$ cat config.mk
export PLATFORM = sky130hd
export DESIGN_NAME = sprite_entry_to_tile_commands
export DESIGN_NICKNAME = d
export VERILOG_FILES = /design/src/hdl/stc_pkg.sv /design/src/hdl/sprite_entry_to_tile_commands.sv /design/src/hdl/stc_front.sv /design/src/hdl/stc_queue.sv /design/src/hdl/stc_back.sv
export SDC_FILE = /design/constraint.sdc
export NUM_CORES = 1
export LEC_CHECK = 0
export ABC_AREA = 1
export BUFFER_PORTS_ARGS = -buffer_cell sky130_fd_sc_hd__buf_4
export CORE_AREA = 2 2 196 102
export DETAILED_ROUTE_END_ITERATION = 16
export DIE_AREA = 0 0 198 104
export PLACE_DENSITY = 0.7
export SYNTH_ARGS = -nofsm -noshare
export SYNTH_HDL_FRONTEND = slang
export SYNTH_SLANG_ARGS = --single-unit
export TNS_END_PERCENT = 10
$ cat constraint.sdc
create_clock -name clk -period 6.1 [get_ports clk]
set_input_delay 1.22 -clock clk [delete_from_list [all_inputs] [get_ports clk]]
set_output_delay 1.22 -clock clk [all_outputs]
set_load 0.1 [all_outputs]
$ cat src/hdl/stc_pkg.sv
// Shared types and constants for the sprite entry to tile command block.
package stc_pkg;

  // Register indexes on the configuration port.
  localparam logic REG_BANK_OFFSET = 1'b0;
  localparam logic REG_SCREEN_FLIP = 1'b1;

  // Register reset values.
  localparam logic [2:0] BANK_OFFSET_RESET = 3'd2;
  localparam logic       SCREEN_FLIP_RESET = 1'b0;

  // Screen geometry.
  localparam logic [9:0] SCREEN_X_SHIFT = 10'h038;
  localparam logic [8:0] SCREEN_Y_TOP   = 9'd240;
  localparam logic [8:0] LARGE_Y_SHIFT  = 9'h010;

  // One classified sprite entry, as held between front and back.
  typedef struct packed {
    logic [11:0] base;
    logic [4:0]  color;
    logic        flip_x;
    logic        flip_y;
    logic        double_size;
    logic [9:0]  pos_x;
    logic [8:0]  pos_y;
  } entry_t;

endpackage

$ cat src/hdl/sprite_entry_to_tile_commands.sv
// Top level of the sprite entry to tile command block with its register port.
//
// Each input transaction carries the six attribute bytes of one sprite-list
// entry; the block answers with one 16x16 tile command for a small sprite or
// four for a large (32x32) sprite, in row-major order, with last_tile set on
// the final command of the entry. The front end decodes an entry in the cycle
// it is accepted and places it in a short queue (QUEUE_DEPTH entries); the
// back end walks the quadrants of the entry at the queue head and loads one
// command per cycle into the output register when it is not stalled. The
// output register is the one limit on rate, so sustained throughput is one
// command per clock without stalls, and input is taken every cycle while the
// queue has room, even when a finished command waits on a stalled output.
// The first command of an entry passes through the queue and then the output
// register. The bank offset register (address 0) and screen flip register
// (address 4) are written through the APB-style port and should only be
// changed while no entry is in flight.
module sprite_entry_to_tile_commands #(
  parameter int QUEUE_DEPTH = 4
) (
  input  logic              clk,
  input  logic              rst,
  // Configuration port.
  input  logic              psel,
  input  logic              penable,
  input  logic              pwrite,
  input  logic [2:0]        paddr,
  input  logic [31:0]       pwdata,
  output logic [31:0]       prdata,
  output logic              pready,
  // Sprite entry channel.
  input  logic              in_valid,
  output logic              in_stall,
  input  logic [7:0]        tile_code,
  input  logic [7:0]        color_byte,
  input  logic [7:0]        vertical_byte,
  input  logic [7:0]        horizontal_low,
  input  logic [7:0]        attribute_byte,
  input  logic [7:0]        horizontal_high,
  // Tile command channel.
  output logic              out_valid,
  input  logic              out_stall,
  output logic [11:0]       tile_index,
  output logic [4:0]        palette_color,
  output logic              mirror_x,
  output logic              mirror_y,
  output logic signed [9:0] screen_x,
  output logic signed [8:0] screen_y,
  output logic              last_tile
);
  import stc_pkg::*;

  logic [2:0] bank_offset_reg;
  logic       screen_flip;
  logic       cfg_write;
  logic       reg_index;
  entry_t     front_entry;
  entry_t     head_entry;
  logic       queue_full;
  logic       queue_empty;
  logic       queue_pop;

  // Registers sit at byte addresses 0 and 4; bit 2 of the address picks one.
  assign pready    = 1'b1;
  assign reg_index = paddr[2];
  assign cfg_write = psel && penable && pwrite;

  always_ff @(posedge clk) begin
    if (rst) begin
      bank_offset_reg <= BANK_OFFSET_RESET;
      screen_flip     <= SCREEN_FLIP_RESET;
    end else if (cfg_write) begin
      unique case (reg_index)
        REG_BANK_OFFSET: bank_offset_reg <= pwdata[2:0];
        REG_SCREEN_FLIP: screen_flip     <= pwdata[0];
        default:         ;
      endcase
    end
  end

  always_comb begin
    unique case (reg_index)
      REG_BANK_OFFSET: prdata = {29'd0, bank_offset_reg};
      REG_SCREEN_FLIP: prdata = {31'd0, screen_flip};
      default:         prdata = '0;
    endcase
  end

  // Input is held off only when the queue has no free slot.
  assign in_stall = queue_full;

  stc_front u_front (
    .tile_code       (tile_code),
    .color_byte      (color_byte),
    .vertical_byte   (vertical_byte),
    .horizontal_low  (horizontal_low),
    .attribute_byte  (attribute_byte),
    .horizontal_high (horizontal_high),
    .bank_offset     (bank_offset_reg),
    .screen_flip     (screen_flip),
    .entry           (front_entry)
  );

  stc_queue #(
    .DEPTH (QUEUE_DEPTH)
  ) u_queue (
    .clk       (clk),
    .rst       (rst),
    .push      (in_valid),
    .push_data (front_entry),
    .full      (queue_full),
    .pop       (queue_pop),
    .head_data (head_entry),
    .empty     (queue_empty)
  );

  stc_back u_back (
    .clk           (clk),
    .rst           (rst),
    .head_data     (head_entry),
    .empty         (queue_empty),
    .pop           (queue_pop),
    .out_valid     (out_valid),
    .out_stall     (out_stall),
    .tile_index    (tile_index),
    .palette_color (palette_color),
    .mirror_x      (mirror_x),
    .mirror_y      (mirror_y),
    .screen_x      (screen_x),
    .screen_y      (screen_y),
    .last_tile     (last_tile)
  );

endmodule

$ cat src/hdl/stc_front.sv
// Front end: decodes one sprite entry into bank, flips, size and position.
module stc_front (
  input  logic [7:0]          tile_code,
  input  logic [7:0]          color_byte,
  input  logic [7:0]          vertical_byte,
  input  logic [7:0]          horizontal_low,
  input  logic [7:0]          attribute_byte,
  input  logic [7:0]          horizontal_high,
  input  logic [2:0]          bank_offset,
  input  logic                screen_flip,
  output stc_pkg::entry_t     entry
);
  import stc_pkg::*;

  logic [3:0] bank;
  logic       double_size;

  always_comb begin
    double_size = attribute_byte[4];
    bank  = {3'b000, attribute_byte[0]} +
            (attribute_byte[1] ? {1'b0, bank_offset} : 4'd0);

    entry.base        = {bank, tile_code};
    entry.color       = color_byte[4:0];
    entry.flip_x      = attribute_byte[2] ^ screen_flip;
    entry.flip_y      = attribute_byte[3] ^ screen_flip;
    entry.double_size = double_size;
    entry.pos_x  = {1'b0, horizontal_high[0], horizontal_low} - SCREEN_X_SHIFT;
    entry.pos_y  = SCREEN_Y_TOP - {1'b0, vertical_byte} -
                   (double_size ? LARGE_Y_SHIFT : 9'd0);
  end

endmodule

$ cat src/hdl/stc_queue.sv
// Small register queue of classified entries between front and back.
module stc_queue #(
  parameter int DEPTH = 4
) (
  input  logic            clk,
  input  logic            rst,
  input  logic            push,
  input  stc_pkg::entry_t push_data,
  output logic            full,
  input  logic            pop,
  output stc_pkg::entry_t head_data,
  output logic            empty
);
  import stc_pkg::*;

  localparam int PTR_W = (DEPTH > 1) ? $clog2(DEPTH) : 1;
  localparam int CNT_W = $clog2(DEPTH + 1);
  localparam logic [PTR_W-1:0] LAST_PTR = PTR_W'(DEPTH - 1);
  localparam logic [CNT_W-1:0] FULL_CNT = CNT_W'(DEPTH);

  entry_t           mem [DEPTH];
  logic [PTR_W-1:0] wr_ptr;
  logic [PTR_W-1:0] rd_ptr;
  logic [CNT_W-1:0] count;
  logic             do_push;
  logic             do_pop;

  assign full      = (count == FULL_CNT);
  assign empty     = (count == '0);
  assign head_data = mem[rd_ptr];
  assign do_push   = push && !full;
  assign do_pop    = pop && !empty;

  always_ff @(posedge clk) begin
    if (do_push) begin
      mem[wr_ptr] <= push_data;
    end
  end

  always_ff @(posedge clk) begin
    if (rst) begin
      wr_ptr <= '0;
      rd_ptr <= '0;
      count  <= '0;
    end else begin
      if (do_push) begin
        wr_ptr <= (wr_ptr == LAST_PTR) ? '0 : wr_ptr + 1'b1;
      end
      if (do_pop) begin
        rd_ptr <= (rd_ptr == LAST_PTR) ? '0 : rd_ptr + 1'b1;
      end
      if (do_push && !do_pop) begin
        count <= count + 1'b1;
      end else if (do_pop && !do_push) begin
        count <= count - 1'b1;
      end
    end
  end

endmodule

$ cat src/hdl/stc_back.sv
// Back end: walks head-entry quadrants, one tile command per unstalled cycle.
module stc_back (
  input  logic              clk,
  input  logic              rst,
  input  stc_pkg::entry_t   head_data,
  input  logic              empty,
  output logic              pop,
  output logic              out_valid,
  input  logic              out_stall,
  output logic [11:0]       tile_index,
  output logic [4:0]        palette_color,
  output logic              mirror_x,
  output logic              mirror_y,
  output logic signed [9:0] screen_x,
  output logic signed [8:0] screen_y,
  output logic              last_tile
);
  import stc_pkg::*;

  logic       col;
  logic       row;
  logic       load;
  logic       is_last;
  logic       quad_x;
  logic       quad_y;
  logic [9:0] px;
  logic [8:0] py;

  // The output register takes a queued command whenever it is empty or drained.
  assign load    = !empty && (!out_valid || !out_stall);
  assign is_last = !head_data.double_size || (col && row);
  assign pop     = load && is_last;

  always_comb begin
    quad_x = head_data.double_size & (col ^ head_data.flip_x);
    quad_y = head_data.double_size & (row ^ head_data.flip_y);
    px     = head_data.pos_x + {5'b00000, col, 4'b0000};
    py     = head_data.pos_y + {4'b0000, row, 4'b0000};
  end

  always_ff @(posedge clk) begin
    if (rst) begin
      out_valid <= 1'b0;
      col       <= 1'b0;
      row       <= 1'b0;
    end else begin
      if (load) begin
        out_valid <= 1'b1;
        if (is_last) begin
          col <= 1'b0;
          row <= 1'b0;
        end else begin
          col <= !col;
          row <= row | col;
        end
      end else if (!out_stall) begin
        out_valid <= 1'b0;
      end
    end
  end

  always_ff @(posedge clk) begin
    if (load) begin
      tile_index    <= head_data.base + {10'd0, quad_y, quad_x};
      palette_color <= head_data.color;
      mirror_x      <= head_data.flip_x;
      mirror_y      <= head_data.flip_y;
      screen_x      <= $signed(px);
      screen_y      <= $signed(py);
      last_tile     <= is_last;
    end
  end

endmodule
==> flow_metrics.tcl <==
set metrics [dict create \
    status "complete, no violations" \
    synth-edff-count 195 \
    cp.arrival_ns 3.79 \
    initial_core_util_pct 48.9 \
    clock_latency_ns 0.49 \
    multi_input_area_um2 2570 \
    clock_path_buffers 3 \
    synth_area_um2 9270 \
    worstPathCellList "buf_4 > inv_2 > nand3_1 > and2_1 > o21ai_0 > a21oi_1 > ha_1 > inv_1 > fa_1 > inv_1 > nand3_2 > nor2_4 > nand2_2 > o21ai_2 > nand2_1" \
    via_per_inst 4.88 \
    cts_sinks 211 \
    hold_viol 0 \
    top_regs "u_queue.mem: 156 flops, u_back.tile_index: 12 flops, u_back.screen_x: 10 flops" \
    setup.worst_path.start_class "flip-flop" \
    antenna_found_initial 0 \
    dp_hpwl_mm 11.3 \
    cts-resized-gates 0 \
    port_buffers 89 \
    slew_headroom_pct 35.3 \
    worst_pin_slew_ns 0.968 \
    ant_nets 0 \
    regMostFlops "u_queue.mem" \
    postCtsHoldBufs 0 \
    drive_above_1_share_pct 19.1 \
    largest_register_ffs 156 \
    die_w_um 198 \
    num_rows 36 \
    crit_family "buffers and inverters" \
    powerDensity_nw_per_um2 563 \
    num_io_pins 164 \
    ys.flop_type "edfxtp_1" \
    synth_cells 778 \
    ys_seq_elements 211 \
    place_ws_ns 2.57 \
    nFillCells 1598 \
    worst_path_max_delay_cell "inv_2" \
    placed_cell_area_um2 10000 \
    endpoint "u_back.tile_index[8]" \
    cts_tree "yes" \
    whs_ns 0.506 \
    nets 981 \
    cpMostUsedCell "inv_1" \
    rr_endpoint "u_back.tile_index[8]" \
    critical_path_class "flip-flop to flip-flop" \
    clk_pin_slew_ns 0.06 \
    seq_area_frac_synth_pct 66.7 \
    wl_per_cell_um 16.0 \
    grt_max_degree 79 \
    gp_congestion 0.794 \
    leakage_nw 4.23 \
    synth_async_sr_flop_share_pct 0 \
    htreeDepth 1 \
    grt_pass1_wl_mm 28.8 \
    setup_viol 0 \
    hold_class "flip-flop to flip-flop" \
    track_usage_pct 18.0 \
    cts_buffers 20 \
    dp_cells 1110 \
    crit_buf_inv 4 \
    grt_pass1_vias 5291 \
    syn_avg_cell_area_um2 11.9 \
    timing.final.crit_share_pct 58.3 \
    endpoint_kind "flip-flop" \
    yosysUniqueCellTypes 39 \
    postCtsSetupRepairBufs 0 \
    slowest_delay_ns 0.54 \
    crit_required_ns 6.33 \
    rsz0062_at_grt "false" \
    route.detailed.drc 0 \
    drv_cap 0 \
    period_needed_ns 3.55 \
    dr.pass1.iters 5 \
    totalWireLength_mm 18.3 \
    drt-initial-drc-count 445 \
    cp.depth 15 \
    most-common-layout-cells "edfxtp_1, nand2_1, buf_4" \
    diodes 0 \
    fp.dieH_um 104 \
    fmax_mhz 281 \
    gr-total-overflow 0 \
    fin_area_um2 10600 \
    worst_slack_ns 2.55 \
    crit_fanout 47 \
    seq_area_um2 6180 \
    syn2layout_area_growth_pct 14.9 \
    slew_viol_final 0 \
    core-area_um2 19000 \
    vias 5588 \
    max-vdd-ir-drop_uv 388 \
    reg2reg_depth 15 \
    r2r_slack_ns 2.55 \
    ys_warn_count 0 \
    fin_cells 1145 \
    clockRootBuffer "clkbuf_16" \
    die_area_um2 20600 \
    tns_ns 0 \
    final_common_cell "edfxtp_1" \
    skew_ns 0.00841 \
]
Yosys cell counts, drive strengths merged, types with 7 or more instances:
library cell / instances / area (um2)
o21ai: 51 / 263
ha: 23 / 288
nand3: 50 / 280
nor2: 80 / 338
clkbuf: 7 / 26.3
a21oi: 15 / 75.1
nand2: 167 / 679
dfxtp: 16 / 320
o22ai: 19 / 119
buf: 51 / 415
edfxtp: 195 / 5860
xor2: 17 / 149
inv: 59 / 226
per-layer routing:
layer  part of all wire [%]  track usage (%)  up-vias
met1                     51             29.4     2609
met2                     41             25.2      177
met5                      0                0        -
li1                       -                -     2780
met3                    5.9             3.27       22
met4                    1.2             2.90        0
worst reg2reg max path, stage by stage, from the launching register on:
cell	delay, ns
dfxtp_1	0.30
buf_4	0.46
inv_2	0.55
nand3_1	0.25
and2_1	0.23
o21ai_0	0.10
a21oi_1	0.14
ha_1	0.18
inv_1	0.05
fa_1	0.36
inv_1	0.09
nand3_2	0.11
nor2_4	0.19
nand2_2	0.09
o21ai_2	0.12
nand2_1	0.07
area by class of cell:
| type | instances | area share [%] |
|---|---|---|
| clock buffers | 25 | 5.08 |
| clock inverters | 10 | 0.705 |
| inverters | 59 | 2.13 |
| multi-input cells | 478 | 24.2 |
| flip-flops and latches | 211 | 58.0 |
| well taps | 266 | 3.13 |
| repair buffers | 96 | 6.77 |
how the worst min path moves through the flow:
stage / start / endpoint / slack (ns) / depth (start not counted)
4_1_cts: u_queue.rd_ptr[0] / flip-flop / 0.51 / 2
3_5_place_dp: u_queue.rd_ptr[0] / flip-flop / 0.50 / 2
2_1_floorplan: bank_offset_reg[2] / bank_offset_reg[2] / 0.45 / 2
6_report: u_queue.rd_ptr[0] / flip-flop / 0.51 / 2
5_1_grt: u_queue.rd_ptr[0] / flip-flop / 0.54 / 2
3_3_place_gp: u_queue.rd_ptr[0] / flip-flop / 0.50 / 2
cells by family after synthesis:
group / synth area share (%)
AO/OA/AOI/OAI: 5.43
buffers and inverters: 7.21
flip-flops: 66.7
XOR/XNOR: 2.08
adder cells (fa/ha/maj): 3.54
AND/OR/NAND/NOR: 15.0
other: 0.0811
stage by stage:
step / total power, mW / utilization, %
after global placement: 4.83 / 52.9
after CTS: 6.04 / 56.1
after floorplan: 4.32 / -
after global routing: 6.31 / 56.1
final: 6.00 / 56.1
after detailed placement: 4.85 / 52.9
report_power, final:
part / internal (mW) / switching (mW) / total, mW
clock: 0.671 / 0.509 / 1.18
sequential: 2.00 / 0.115 / 2.11
combinational: 0.575 / 2.13 / 2.70
total: 3.24 / 2.75 / 6.00
No activity file was read; power rests on OpenSTA's default activity.
